### src/hdl/tlpq_pkg.sv
// ----------------------------------------------------------------------------
// tlpq_pkg: shared types and constants for the priority play queue
// Request and result payloads, command codes, status codes and the
// controller/datapath command and status bundles.
// ----------------------------------------------------------------------------
package tlpq_pkg;

  localparam int unsigned QueueDepth = 16;
  localparam int unsigned PtrW       = $clog2(QueueDepth);
  localparam int unsigned CntW       = $clog2(QueueDepth + 1);
  localparam int unsigned NumQueues  = 3;

  typedef enum logic [2:0] {
    KIND_ADD    = 3'd0,
    KIND_PLAY   = 3'd1,
    KIND_SKIP   = 3'd2,
    KIND_REPLAY = 3'd3,
    KIND_REMOVE = 3'd4
  } kind_e;

  typedef enum logic [3:0] {
    ST_ADDED     = 4'd0,
    ST_PLAYING   = 4'd1,
    ST_EMPTY     = 4'd2,
    ST_SKIPPED   = 4'd3,
    ST_FINISHED  = 4'd4,
    ST_REPLAYING = 4'd5,
    ST_REMOVED   = 4'd6,
    ST_NOT_FOUND = 4'd7,
    ST_FULL      = 4'd8,
    ST_NO_HIST   = 4'd9
  } status_e;

  localparam logic [1:0] PrefHigh   = 2'd1;
  localparam logic [1:0] PrefMiddle = 2'd2;

  typedef enum logic [1:0] {
    Q_HIGH = 2'd0,
    Q_MID  = 2'd1,
    Q_LOW  = 2'd2
  } qsel_e;

  typedef struct packed {
    logic [2:0]  kind;
    logic [15:0] song_id;
    logic [1:0]  preference;
    logic [15:0] duration;
    logic [15:0] skip_amount;
  } req_t;

  typedef struct packed {
    logic [3:0]  status;
    logic [15:0] out_song_id;
    logic [15:0] out_duration;
    logic [1:0]  served_level;
  } rsp_t;

  typedef enum logic [2:0] {
    S_IDLE,
    S_READ,
    S_WAIT,
    S_SWEEP,
    S_NEXTQ,
    S_RESULT
  } state_e;

  // controller -> datapath
  typedef struct packed {
    logic  load_req;   // capture the request
    logic  exec;       // do add/skip/replay, or pick queue for play
    logic  rd_head;    // issue a memory read at the selected queue head
    logic  pop_done;   // finish play with the registered read data
    logic  del_start;  // start removal with a read at the high queue head
    logic  del_step;   // process one registered entry of the sweep
    logic  del_end;    // commit the compacted queue
    logic  next_q;     // move the removal to the next queue
    logic  out_load;   // load the result register
  } cmd_t;

  // datapath -> controller
  typedef struct packed {
    logic play_hit;    // some queue is non-empty for play
    logic del_last;    // sweep has reached the last entry
    logic del_empty;   // selected queue is empty
    logic last_q;      // removal is on the low queue
  } sts_t;

endpackage

### src/hdl/tlpq_ctrl.sv
// ----------------------------------------------------------------------------
// tlpq_ctrl: sequencing controller
// Steps each request through capture, execution, the memory read of a play
// and the entry-by-entry compaction of a remove, then holds the result.
// ----------------------------------------------------------------------------
module tlpq_ctrl (
  input  logic             clk_i,
  input  logic             rst_ni,
  input  logic             req_valid_i,
  input  logic [2:0]       req_kind_i,
  output logic             req_stall_o,
  output logic             rsp_valid_o,
  input  logic             rsp_stall_i,
  input  tlpq_pkg::sts_t   sts_i,
  output tlpq_pkg::cmd_t   cmd_o
);
  import tlpq_pkg::*;

  state_e state_q, state_d;
  logic   rsp_valid_q, rsp_valid_d;
  logic   [2:0] kind_q;
  logic   accept;

  assign accept      = req_valid_i && !req_stall_o;
  assign req_stall_o = (state_q != S_IDLE) || (rsp_valid_q && rsp_stall_i);
  assign rsp_valid_o = rsp_valid_q;

  always_ff @(posedge clk_i or negedge rst_ni) begin
    if (!rst_ni) begin
      state_q     <= S_IDLE;
      rsp_valid_q <= 1'b0;
      kind_q      <= 3'd0;
    end else begin
      state_q     <= state_d;
      rsp_valid_q <= rsp_valid_d;
      if (accept) kind_q <= req_kind_i;
    end
  end

  always_comb begin
    state_d = state_q;
    unique case (state_q)
      S_IDLE: begin
        if (accept && req_kind_i <= 3'(KIND_REMOVE)) state_d = S_READ;
      end
      S_READ: begin
        if (kind_q == 3'(KIND_PLAY)) state_d = sts_i.play_hit ? S_WAIT : S_RESULT;
        else if (kind_q == 3'(KIND_REMOVE)) state_d = S_WAIT;
        else state_d = S_RESULT;
      end
      S_WAIT: begin
        if (kind_q == 3'(KIND_PLAY)) state_d = S_RESULT;
        else state_d = (sts_i.del_empty || sts_i.del_last) ? S_NEXTQ : S_SWEEP;
      end
      S_SWEEP: begin
        if (sts_i.del_last) state_d = S_NEXTQ;
      end
      S_NEXTQ: begin
        state_d = sts_i.last_q ? S_RESULT : S_WAIT;
      end
      S_RESULT: state_d = S_IDLE;
      default:  state_d = S_IDLE;
    endcase
  end

  always_comb begin
    cmd_o       = '0;
    rsp_valid_d = rsp_valid_q && rsp_stall_i;
    unique case (state_q)
      S_IDLE:  cmd_o.load_req = accept;
      S_READ: begin
        cmd_o.exec = 1'b1;
        if (kind_q == 3'(KIND_PLAY) && sts_i.play_hit) cmd_o.rd_head = 1'b1;
        if (kind_q == 3'(KIND_REMOVE)) cmd_o.del_start = 1'b1;
      end
      S_WAIT: begin
        if (kind_q == 3'(KIND_PLAY)) cmd_o.pop_done = 1'b1;
        else if (sts_i.del_empty) cmd_o.del_end = 1'b1;
        else begin
          cmd_o.del_step = 1'b1;
          // single-entry queue: the first step is also the last
          if (sts_i.del_last) cmd_o.del_end = 1'b1;
        end
      end
      S_SWEEP: begin
        cmd_o.del_step = 1'b1;
        if (sts_i.del_last) cmd_o.del_end = 1'b1;
      end
      S_NEXTQ: cmd_o.next_q = 1'b1;
      S_RESULT: begin
        cmd_o.out_load = 1'b1;
        rsp_valid_d    = 1'b1;
      end
      default: ;
    endcase
  end

endmodule

### src/hdl/tlpq_dp.sv
// ----------------------------------------------------------------------------
// tlpq_dp: queue storage and datapath
// Three circular buffers in one memory, head/count per queue, current and
// last-played entries, and the result register. Remove reads each entry in
// order and rewrites survivors at a trailing write pointer.
// ----------------------------------------------------------------------------
module tlpq_dp (
  input  logic             clk_i,
  input  logic             rst_ni,
  input  tlpq_pkg::req_t   req_i,
  input  tlpq_pkg::cmd_t   cmd_i,
  output tlpq_pkg::sts_t   sts_o,
  output tlpq_pkg::rsp_t   rsp_o
);
  import tlpq_pkg::*;

  localparam int unsigned AddrW = PtrW + 2;

  logic [31:0]     mem [NumQueues*QueueDepth];
  logic [31:0]     rd_q;

  logic [PtrW-1:0] head_q  [NumQueues];
  logic [CntW-1:0] count_q [NumQueues];

  req_t            req_q;
  logic [15:0]     cur_id_q, cur_dur_q, last_id_q, last_dur_q;
  logic            last_valid_q;
  rsp_t            res_q, rsp_o_q;
  rsp_t            exec_res;
  logic [1:0]      sel_q;

  // removal sweep
  logic [CntW-1:0] n_q, rd_i_q, keep_q;
  logic            hit_q;

  logic [1:0]      add_q, play_q;
  logic            any_hit;
  logic            rd_en, wr_en;
  logic [AddrW-1:0] rd_addr, wr_addr;
  logic [31:0]     wr_data;
  logic [PtrW-1:0] rd_pos, wr_pos;
  logic [CntW-1:0] nxt_i;

  always_comb begin
    if (req_q.preference == PrefHigh) add_q = 2'(Q_HIGH);
    else if (req_q.preference == PrefMiddle) add_q = 2'(Q_MID);
    else add_q = 2'(Q_LOW);
    if (count_q[0] != '0) play_q = 2'(Q_HIGH);
    else if (count_q[1] != '0) play_q = 2'(Q_MID);
    else play_q = 2'(Q_LOW);
  end

  assign any_hit = (count_q[0] != '0) || (count_q[1] != '0) || (count_q[2] != '0);

  function automatic logic [PtrW-1:0] wrap(input logic [PtrW-1:0] h,
                                           input logic [CntW-1:0] o);
    logic [CntW:0] s;
    s = {{(CntW+1-PtrW){1'b0}}, h} + {1'b0, o};
    if (s >= (CntW+1)'(QueueDepth)) s = s - (CntW+1)'(QueueDepth);
    return s[PtrW-1:0];
  endfunction

  function automatic logic [AddrW-1:0] addr(input logic [1:0] q,
                                            input logic [PtrW-1:0] p);
    return AddrW'(q) * AddrW'(QueueDepth) + AddrW'(p);
  endfunction

  assign nxt_i = rd_i_q + CntW'(1);

  // memory ports
  always_comb begin
    rd_en   = 1'b0;
    rd_pos  = head_q[sel_q];
    wr_en   = 1'b0;
    wr_pos  = wrap(head_q[sel_q], keep_q);
    wr_data = rd_q;
    if (cmd_i.exec && req_q.kind == 3'(KIND_ADD) && count_q[add_q] < CntW'(QueueDepth)) begin
      wr_en   = 1'b1;
      wr_pos  = wrap(head_q[add_q], count_q[add_q]);
      wr_data = {req_q.song_id, req_q.duration};
    end
    if (cmd_i.rd_head) begin
      rd_en  = 1'b1;
      rd_pos = head_q[play_q];
    end
    if (cmd_i.del_start) begin
      rd_en  = 1'b1;
      rd_pos = head_q[Q_HIGH];
    end
    if (cmd_i.del_step) begin
      rd_en  = 1'b1;
      rd_pos = wrap(head_q[sel_q], nxt_i);
      wr_en  = (rd_q[31:16] != req_q.song_id);
    end
    if (cmd_i.next_q) begin
      rd_en  = (sel_q != 2'(Q_LOW));
      rd_pos = head_q[sel_q + 2'd1 > 2'(Q_LOW) ? sel_q : sel_q + 2'd1];
    end
  end

  always_comb begin
    rd_addr = addr(cmd_i.rd_head ? play_q :
                   cmd_i.del_start ? 2'(Q_HIGH) :
                   cmd_i.next_q ? sel_q + 2'd1 : sel_q, rd_pos);
    wr_addr = addr(cmd_i.exec && req_q.kind == 3'(KIND_ADD) ? add_q : sel_q, wr_pos);
  end

  always_ff @(posedge clk_i) begin
    if (wr_en) mem[wr_addr] <= wr_data;
    if (rd_en) rd_q <= mem[rd_addr];
  end

  always_ff @(posedge clk_i) begin
    if (cmd_i.load_req) req_q <= req_i;
  end

  // result of the execute step
  always_comb begin
    exec_res = '0;
    unique case (req_q.kind)
      3'(KIND_ADD): begin
        exec_res.status = (count_q[add_q] < CntW'(QueueDepth)) ? ST_ADDED : ST_FULL;
      end
      3'(KIND_PLAY): begin
        exec_res.status = any_hit ? ST_PLAYING : ST_EMPTY;
      end
      3'(KIND_SKIP): begin
        exec_res.out_song_id = cur_id_q;
        if (cur_dur_q > req_q.skip_amount) begin
          exec_res.status       = ST_SKIPPED;
          exec_res.out_duration = cur_dur_q - req_q.skip_amount;
        end else begin
          exec_res.status       = ST_FINISHED;
          exec_res.out_duration = cur_dur_q;
        end
      end
      3'(KIND_REPLAY): begin
        if (last_valid_q) begin
          exec_res.status       = ST_REPLAYING;
          exec_res.out_song_id  = last_id_q;
          exec_res.out_duration = last_dur_q;
        end else begin
          exec_res.status = ST_NO_HIST;
        end
      end
      default: exec_res = '0;
    endcase
  end

  always_ff @(posedge clk_i or negedge rst_ni) begin
    if (!rst_ni) begin
      for (int q = 0; q < NumQueues; q++) begin
        head_q[q]  <= '0;
        count_q[q] <= '0;
      end
      cur_id_q     <= '0;
      cur_dur_q    <= '0;
      last_id_q    <= '0;
      last_dur_q   <= '0;
      last_valid_q <= 1'b0;
      res_q        <= '0;
      rsp_o_q      <= '0;
      sel_q        <= '0;
      n_q          <= '0;
      rd_i_q       <= '0;
      keep_q       <= '0;
      hit_q        <= 1'b0;
    end else begin
      if (cmd_i.exec) begin
        res_q <= exec_res;
        unique case (req_q.kind)
          3'(KIND_ADD): begin
            if (count_q[add_q] < CntW'(QueueDepth))
              count_q[add_q] <= count_q[add_q] + CntW'(1);
          end
          3'(KIND_PLAY): begin
            sel_q <= play_q;
          end
          3'(KIND_SKIP): begin
            if (cur_dur_q > req_q.skip_amount)
              cur_dur_q <= cur_dur_q - req_q.skip_amount;
          end
          3'(KIND_REPLAY): begin
            if (last_valid_q) begin
              cur_id_q  <= last_id_q;
              cur_dur_q <= last_dur_q;
            end
          end
          default: begin
            sel_q  <= 2'(Q_HIGH);
            n_q    <= count_q[0];
            rd_i_q <= '0;
            keep_q <= '0;
            hit_q  <= 1'b0;
          end
        endcase
      end
      if (cmd_i.pop_done) begin
        cur_id_q       <= rd_q[31:16];
        cur_dur_q      <= rd_q[15:0];
        last_id_q      <= rd_q[31:16];
        last_dur_q     <= rd_q[15:0];
        last_valid_q   <= 1'b1;
        res_q          <= {res_q.status, rd_q, sel_q + 2'd1};
        head_q[sel_q]  <= wrap(head_q[sel_q], CntW'(1));
        count_q[sel_q] <= count_q[sel_q] - CntW'(1);
      end
      if (cmd_i.del_step) begin
        rd_i_q <= nxt_i;
        if (rd_q[31:16] != req_q.song_id) keep_q <= keep_q + CntW'(1);
        else hit_q <= 1'b1;
      end
      if (cmd_i.del_end) begin
        // survivors were rewritten from the head on; commit the new fill
        count_q[sel_q] <= (cmd_i.del_step && rd_q[31:16] != req_q.song_id)
                          ? keep_q + CntW'(1) : keep_q;
      end
      if (cmd_i.next_q) begin
        if (sel_q != 2'(Q_LOW)) begin
          sel_q <= sel_q + 2'd1;
          n_q   <= count_q[sel_q + 2'd1 > 2'(Q_LOW) ? sel_q : sel_q + 2'd1];
        end
        rd_i_q <= '0;
        keep_q <= '0;
      end
      if (cmd_i.out_load) begin
        rsp_o_q <= (req_q.kind == 3'(KIND_REMOVE))
                   ? {(hit_q ? ST_REMOVED : ST_NOT_FOUND), 34'd0} : res_q;
      end
    end
  end

  assign sts_o.play_hit  = any_hit;
  assign sts_o.del_last  = (nxt_i == n_q);
  assign sts_o.del_empty = (n_q == '0);
  assign sts_o.last_q    = (sel_q == 2'(Q_LOW));
  assign rsp_o           = rsp_o_q;

endmodule

### src/hdl/three_level_priority_play_queue.sv
// ----------------------------------------------------------------------------
// three_level_priority_play_queue: strict-priority play queue
//
//   channel  | valid       | stall       | payload
//   request  | req_valid_i | req_stall_o | req_i  (tlpq_pkg::req_t)
//   result   | rsp_valid_o | rsp_stall_i | rsp_o  (tlpq_pkg::rsp_t)
//
// Add, skip, replay and an empty play pass through capture, execute and
// result; a play that finds an entry adds a wait for the registered queue memory read.
// Remove sweeps each queue in turn from its head, one entry of the shared
// memory port per cycle, and rewrites the survivors in place.
// Reset empties all queues at once through head/count registers.
// A waiting result blocks only the next request's acceptance.
// ----------------------------------------------------------------------------
module three_level_priority_play_queue (
  input  logic             clk_i,
  input  logic             rst_ni,
  input  logic             req_valid_i,
  output logic             req_stall_o,
  input  tlpq_pkg::req_t   req_i,
  output logic             rsp_valid_o,
  input  logic             rsp_stall_i,
  output tlpq_pkg::rsp_t   rsp_o
);
  import tlpq_pkg::*;

  cmd_t cmd;
  sts_t sts;

  tlpq_ctrl u_ctrl (
    .clk_i       (clk_i),
    .rst_ni      (rst_ni),
    .req_valid_i (req_valid_i),
    .req_kind_i  (req_i.kind),
    .req_stall_o (req_stall_o),
    .rsp_valid_o (rsp_valid_o),
    .rsp_stall_i (rsp_stall_i),
    .sts_i       (sts),
    .cmd_o       (cmd)
  );

  tlpq_dp u_dp (
    .clk_i  (clk_i),
    .rst_ni (rst_ni),
    .req_i  (req_i),
    .cmd_i  (cmd),
    .sts_o  (sts),
    .rsp_o  (rsp_o)
  );

  a_one_cmd: assert property (@(posedge clk_i) disable iff (!rst_ni)
    !(cmd.exec && cmd.out_load)) else $error("exec and result load overlap");

  a_rsp_after_load: assert property (@(posedge clk_i) disable iff (!rst_ni)
    cmd.out_load |=> rsp_valid_o) else $error("result not presented");

  a_busy_stall: assert property (@(posedge clk_i) disable iff (!rst_ni)
    cmd.del_step |-> req_stall_o) else $error("request taken during remove");

endmodule
### config.mk
export PLATFORM = sky130hd
export DESIGN_NAME = three_level_priority_play_queue
export DESIGN_NICKNAME = d
export VERILOG_FILES = /design/src/hdl/tlpq_pkg.sv /design/src/hdl/tlpq_ctrl.sv /design/src/hdl/tlpq_dp.sv /design/src/hdl/three_level_priority_play_queue.sv
export SDC_FILE = /design/constraint.sdc
export NUM_CORES = 2
export LEC_CHECK = 0
export BUFFER_PORTS_ARGS = -buffer_cell sky130_fd_sc_hd__buf_2
export CAP_MARGIN = 20
export CORE_MARGIN = 5
export CORE_UTILIZATION = 57
export DETAILED_ROUTE_END_ITERATION = 8
export GPL_ROUTABILITY_DRIVEN = 0
export MAX_ROUTING_LAYER = met4
export PLACE_DENSITY = 0.76
export SYNTH_ARGS = -nofsm -noshare
export SYNTH_HDL_FRONTEND = slang
export SYNTH_SLANG_ARGS = --single-unit
### constraint.sdc
create_clock -name clk_i -period 5.4 [get_ports clk_i]
set_clock_uncertainty 0.1 [all_clocks]
set_input_delay 1.35 -clock clk_i [delete_from_list [all_inputs] [get_ports clk_i]]
set_output_delay 1.35 -clock clk_i [all_outputs]
set_load 0.02 [all_outputs]
* Word-level counts from Yosys, hierarchy flattened
Memories as Yosys holds them, arrays and structs flattened. A register that Yosys moved wholly into a read port is not among the register bits.
Index checks and enable logic that the tools add are counted.
Widths: inputs -> output; s select.
** Cells by class
- Add/sub/neg operators :: 16
- Order comparisons :: 14
- Equality and inequality tests :: 21
- Mux-type cells :: 130
- Bitwise logic cells :: 5
- Reduce and logical (&&, ||, !) cells :: 33
** Operators with widths (number)
- $mux 16 :: 8
- $mux 5 :: 22
- $mux 4 :: 21
- $mux 15 :: 5
- $mux 34 :: 2
- $mux 32 :: 2
- $pmux 32 s2 :: 1
- $bwmux 15 :: 3
- $mux 38 :: 1
- $bmux 4 s2 :: 4
- $pmux 16 s2 :: 1
- $bmux 5 s2 :: 3
- $mux 2 :: 15
- $mux 3 :: 9
- $mux 1 :: 25
- $demux 5 s2 :: 2
- $add 4x5->6 :: 3
- $ge 6x5->1 const B :: 3
- $gt 16x16->1 :: 1
- $ne 16x16->1 :: 1
- $pmux 4 s4 :: 1
- $sub 16x16->16 :: 1
- $sub 4x1->4 const B :: 4
- $add 5x1->5 const B :: 3
- 38 further kinds :: 78
** Storage, ports and cells
- Bits in registers :: 246
- Bits in writable memories :: 1536
- Input bits :: 57
- Output and inout port bits :: 40
- Word-level logic and storage cells :: 252
- Memories :: 1
** Memories
- u_dp.mem :: words 48, bits a word 32, rd ports 1, clocked after memory_dff 1, wr ports 1, line tlpq_dp.sv:19 : logic [31:0] mem [NumQueues*QueueDepth];

* Longest topological paths before layout
- Depth after elaboration :: 16
- Depth in mapped cells :: 18
- Mapped depth without buffers :: 14

* By module
From an unflattened synthesis, not the netlist that was laid out.
** Unflattened totals
- Cell total of the unflattened synthesis :: 5790
- Area total of the unflattened synthesis :: 74816.8 sq um
** Modules (own cells, without submodules)
- tlpq_dp :: times used 1, cells each 5735, area each 74340.0 sq um, seq. area each 53331.1 sq um
- tlpq_ctrl :: times used 1, cells each 55, area each 476.7 sq um, seq. area each 175.2 sq um

* Least setup slack after synthesis
No wires, ideal clock.
- Kind :: reg-to-reg
- From :: register u_dp.req_q[33] in the netlist's numbering
- To :: memory u_dp.mem[24][0], enable pin
- Library setup time :: 421 ps
- Data arrival time :: 4580 ps
- Required time :: 4879 ps
- Slack :: 298 ps
- Stages on the path, launching flop included :: 15
- Buffers on the path :: 2
- Period minus slack after synthesis :: 5102 ps
- Path through :: edfxtp_1 -> ha_1 -> clkbuf_1 -> clkbuf_1 -> mux2i_1 -> o21ai_0 -> ha_1 -> a21o_1 -> a21oi_1 -> xor2_1 -> xnor2_1 -> nor2_1 -> a21oi_1 -> nand2_1 -> nor2_1
** Between the ends
- Longest elaborated chain between the ends :: 13
- Elaborated cells between the ends (all ways) :: 24
- Classes of those cells :: add/sub (3); order compare (2); eq/ne (2); mux (15); bitwise (1); reduce/logical (1)
** RTL lines
- start: declaration :: line tlpq_dp.sv:25 : req_t req_q;
- start signal: assignment :: line tlpq_dp.sv:114 : if (cmd_i.load_req) req_q <= req_i;
- $eq 2x2->1 :: line tlpq_dp.sv:46 : else if (req_q.preference == PrefMiddle) add_q = 2'(Q_MID);
- $mux 2 :: line tlpq_dp.sv:46
- $mux 2 (*) :: line tlpq_dp.sv:45 : if (req_q.preference == PrefHigh) add_q = 2'(Q_HIGH);
- branches (longest 10 deep; another with $add 4x5->6)
- end: declaration :: line tlpq_dp.sv:19
Every way passes the cells marked *. The select of a mux whose other input is x is not followed.

* Worst setup path after layout
- From :: register u_dp.req_q[33] in the netlist's numbering
- To :: memory u_dp.mem[45][6], enable pin
The elaborated chain is that of the path after synthesis.

==> flow_summary.yaml <==
outcome:
  status: "complete, no violations"
synth:
  synthSimpleGateAreaFrac: 0.0804
  synth_cells: 4977
  yosys-mux-area-fraction: 0.0743
  synth_compound_area_frac: 0.0814
  synthArstFlopShare: 0.106
  synth_edf_count: 1621
  avgSynthCellArea_um2: 14.8
  ys.flop_type: "edfxtp_1"
  synthesis.nets: 5075
  yosysWarnings: 0
  synthAdderAreaFrac: 0.00738
  synth-seq-cells: 1814
  yosysUniqueCellTypes: 82
  synth_xor_area_frac: 0.00675
  synth_seq_area_share: 0.727
  synth_top_family_by_area: "compound AO/OA/AOI/OAI gates"
  netlist_area_um2: 73600
clock_network:
  cts_hold_buf: 0
  numCtsBuffers: 174
  clk_latency_ps: 810
  cts_buffer_depth: 3
  path_clk_slew_ps: 60
  cts_tree: "built"
  cts_setup_buffers: 0
  root_buffer: "clkbuf_16"
  htreeDepth: 4
  clock-sinks: 1814
floorplanning:
  fp.dieH_um: 369
  die_area_um2: 136000
  io_pins: 97
  core_area_um2: 128000
  rows: 131
  dieWidth_um: 369
  initial_core_util: 0.575
global_route:
  grt_pass1_vias: 43900
  grt.overflow.total: 0
  grt_max_degree: 88
  grt_pass1_wl_um: 280000
  grt_use_total: 0.282
  grt_antenna_before_repair: 2
worst_setup_path:
  critical_path_buf_inv_count: 2
  critPathMaxFanout: 12
  endpoint_kind: "flop"
  crit_end: "u_dp.mem[45][6]"
  cp.depth: 14
  path_cells: "ha_1 > buf_4 > mux2i_1 > o21ai_0 > ha_1 > a21o_1 > a21oi_1 > xor2_1 > xnor2_1 > nor2_1 > a21oi_1 > nand2_1 > buf_4 > nor2_2"
  worst-r2r-setup-slack_ps: 120
  r2r-start: "u_dp.req_q[33]"
  criticalPathCategory: "reg2reg"
  cp.arrival_ps: 5600
  crit_path_top_delay_cell: "nor2_2"
  reg2reg_to: "u_dp.mem[45][6]"
  crit_family: "simple AND/OR/NAND/NOR gates"
  crit_required_ps: 5720
  crit_start: "u_dp.req_q[33]"
  r2r_cells: 14
  startpoint_type: "flop"
  crit_path_max_incr_delay_ps: 760
detailed_routing:
  dr.pass1.iters: 6
  wl_per_cell_um: 26.9
  vias: 45200
  drtIter0Drc: 6152
  drc: 0
  wirelength_um: 190000
  vias_per_cell: 6.41
  ant_nets: 0
worst_hold_path:
  min_path_type: "reg2reg"
place:
  dpl.hpwl_um: 112000
  port-buffer-count: 96
  dp_cells: 6731
timing:
  fin_crit_sh: 0.977
  tightest_slew_ps: 1160
  finalSetupViolations: 0
  hold_viol: 0
  maxSlewViolCount: 0
  period_minus_slack_ps: 5280
  max_slew_margin: 0.222
  fmax_mhz: 189
final_layout:
  fin_nets: 5280
  fill_cells: 8598
  drive_gt1_frac: 0.133
  area_delta_synth_final_pct: 12.6
  stdcell_count: 7053
  finish.utilization: 0.648
pwr:
  p_leak_nw: 30.5
  ir_worst_vdd_mv: 0.665
  powerDensity_nw_per_um2: 663
job:
  drv_cap: 0
[timing repair]
action                                  CTS  global route
hold endpoints to repair                  0             0
endpoints found under the setup margin    0           224
resized for setup                         0             3
[report_power, final]
| group | internal [W] | switching, W |
|---|---|---|
| Combinational | 0.00781 | 0.0160 |
| Sequential | 0.0186 | 0.000927 |
| Clock | 0.00649 | 0.00520 |
| Total | 0.0329 | 0.0221 |
[worst min-delay path by stage]
stage	from	to	slack (ps)	depth (start not counted)
6_report	u_dp.res_q[15]	u_dp.res_q[15]	370	2
5_1_grt	u_dp.last_dur_q[10]	u_dp.last_dur_q[10]	390	2
4_1_cts	u_dp.last_dur_q[10]	u_dp.last_dur_q[10]	380	2
3_5_place_dp	u_dp.last_dur_q[9]	u_dp.last_dur_q[9]	360	2
3_3_place_gp	u_dp.last_dur_q[5]	u_dp.last_dur_q[5]	360	2
2_1_floorplan	u_dp.res_q[15]	u_dp.res_q[15]	340	2
[logic make-up after synthesis]
family	Yosys count
adder cells (fa/ha/maj)	41
multiplexers	544
AND/OR/NAND/NOR	1381
buffers and inverters	337
flip-flops	1814
AO/OA/AOI/OAI	805
XOR/XNOR	55
[state kept, by name, indices dropped and copies added, names as in the netlist]
| register | flops |
|---|---|
| u_dp.mem | 1536 |
| u_dp.req_q | 53 |
| u_dp.res_q | 38 |
| u_dp.rsp_o | 38 |
| u_dp.rd_q | 32 |
| u_dp.cur_dur_q | 16 |
| u_dp.cur_id_q | 16 |
| u_dp.last_dur_q | 16 |
| u_dp.last_id_q | 16 |
| u_dp.count_q | 15 |
| u_dp.head_q | 12 |
| u_dp.keep_q | 5 |
| u_dp.n_q | 5 |
| u_dp.rd_i_q | 5 |
| u_ctrl.kind_q | 3 |
| u_ctrl.state_q | 3 |
| u_dp.sel_q | 2 |
| u_ctrl.rsp_valid_o | 1 |
| u_dp.hit_q | 1 |
| u_dp.last_valid_q | 1 |
[cell usage after synthesis, drive strengths merged (6+ instances only)]
master / count / area (um^2)
nor3: 16 / 100
clkbuf: 119 / 447
mux2i: 525 / 5260
nor2b: 8 / 50.1
buf: 177 / 1100
o21a: 7 / 52.6
nand3: 126 / 631
a21oi: 179 / 896
and3: 7 / 48.8
a21o: 17 / 128
nor3b: 7 / 67.6
a221oi: 160 / 1600
a22oi: 24 / 180
ha: 37 / 463
a32oi: 97 / 850
o21bai: 6 / 45.0
nand2b: 12 / 75.1
a22o: 40 / 350
edfxtp: 1621 / 48700
dfrtp: 193 / 4830
o211ai: 61 / 468
a211o: 11 / 96.3
inv: 40 / 150
a31oi: 50 / 328
mux2: 19 / 214
nor2: 132 / 503
nand2: 928 / 3480
a211oi: 14 / 105
xnor2: 36 / 315
o21ai: 75 / 375
xor2: 18 / 158
nor4: 37 / 238
nand4: 74 / 463
o22ai: 38 / 251
and2: 8 / 51.3
[routing by layer]
metal | GRT usage | routed length, um | up-vias
li1 | - | - | 19600
met1 | 0.385 | 73500 | 22600
met2 | 0.441 | 90300 | 2650
met3 | 0.0502 | 20600 | 420
met4 | 0.0848 | 5660 | 0
met5 | - | 0 | -
[cell usage in the layout (no fill, tap or decap), types with 12 or more instances in the layout]
master        n
xnor2_1      36
o22ai_1      37
a21oi_1     177
nor4_1       36
clkbuf_16   176
clkbuf_1     37
inv_1        40
a32oi_1      97
xor2_1       18
nand2_1     927
a22o_1       40
clkinv_2     28
a21o_1       16
clkinv_1     46
o211ai_1     59
nor2_1       79
dfrtp_1     193
nand3_1     125
nor2_4       53
a221oi_1    128
buf_2        95
a211oi_1     14
edfxtp_1   1621
nand2b_1     12
ha_1         37
a31oi_1      49
o21ai_0      70
mux2_2       19
a22oi_1      23
nand4_1      74
buf_12       39
a221oi_2     32
buf_4       185
mux2i_1     525
[metrics by stage]
step           TNS, ps  cell area, um^2  hold WS (ps)  power [W]  worst slack, ps
5_1_grt           -232            82900           386     0.0573            -29.6
6_report             0            82900           372     0.0550              122
3_3_place_gp         0            77400           358     0.0424              147
4_1_cts              0            82900           378     0.0547             55.7
2_1_floorplan        0            73600           340     0.0350              298
3_5_place_dp         0            77400           363     0.0430             96.1
[cell type report]
| class | count | area [um^2] | area share |
|---|---|---|---|
| antenna | 2 | 5.00 | 0.0000604 |
| sequential | 1814 | 53500 | 0.645 |
| timing repair buffer | 321 | 2690 | 0.0324 |
| multi-input combinational | 2830 | 18900 | 0.228 |
| clock buffer | 213 | 4540 | 0.0548 |
| tap | 1729 | 2160 | 0.0261 |
| clock inverter | 103 | 921 | 0.0111 |
| inverter | 41 | 154 | 0.00186 |
[worst register-to-register path, cell delays in order (launching register included)]
cell and delay, ps:
edfxtp_1 420, ha_1 470, buf_4 220, mux2i_1 190, o21ai_0 220, ha_1 300
a21o_1 190, a21oi_1 160, xor2_1 190, xnor2_1 150, nor2_1 60, a21oi_1 620
nand2_1 480, buf_4 370, nor2_2 760
Power figures use the tool's default switching activity.
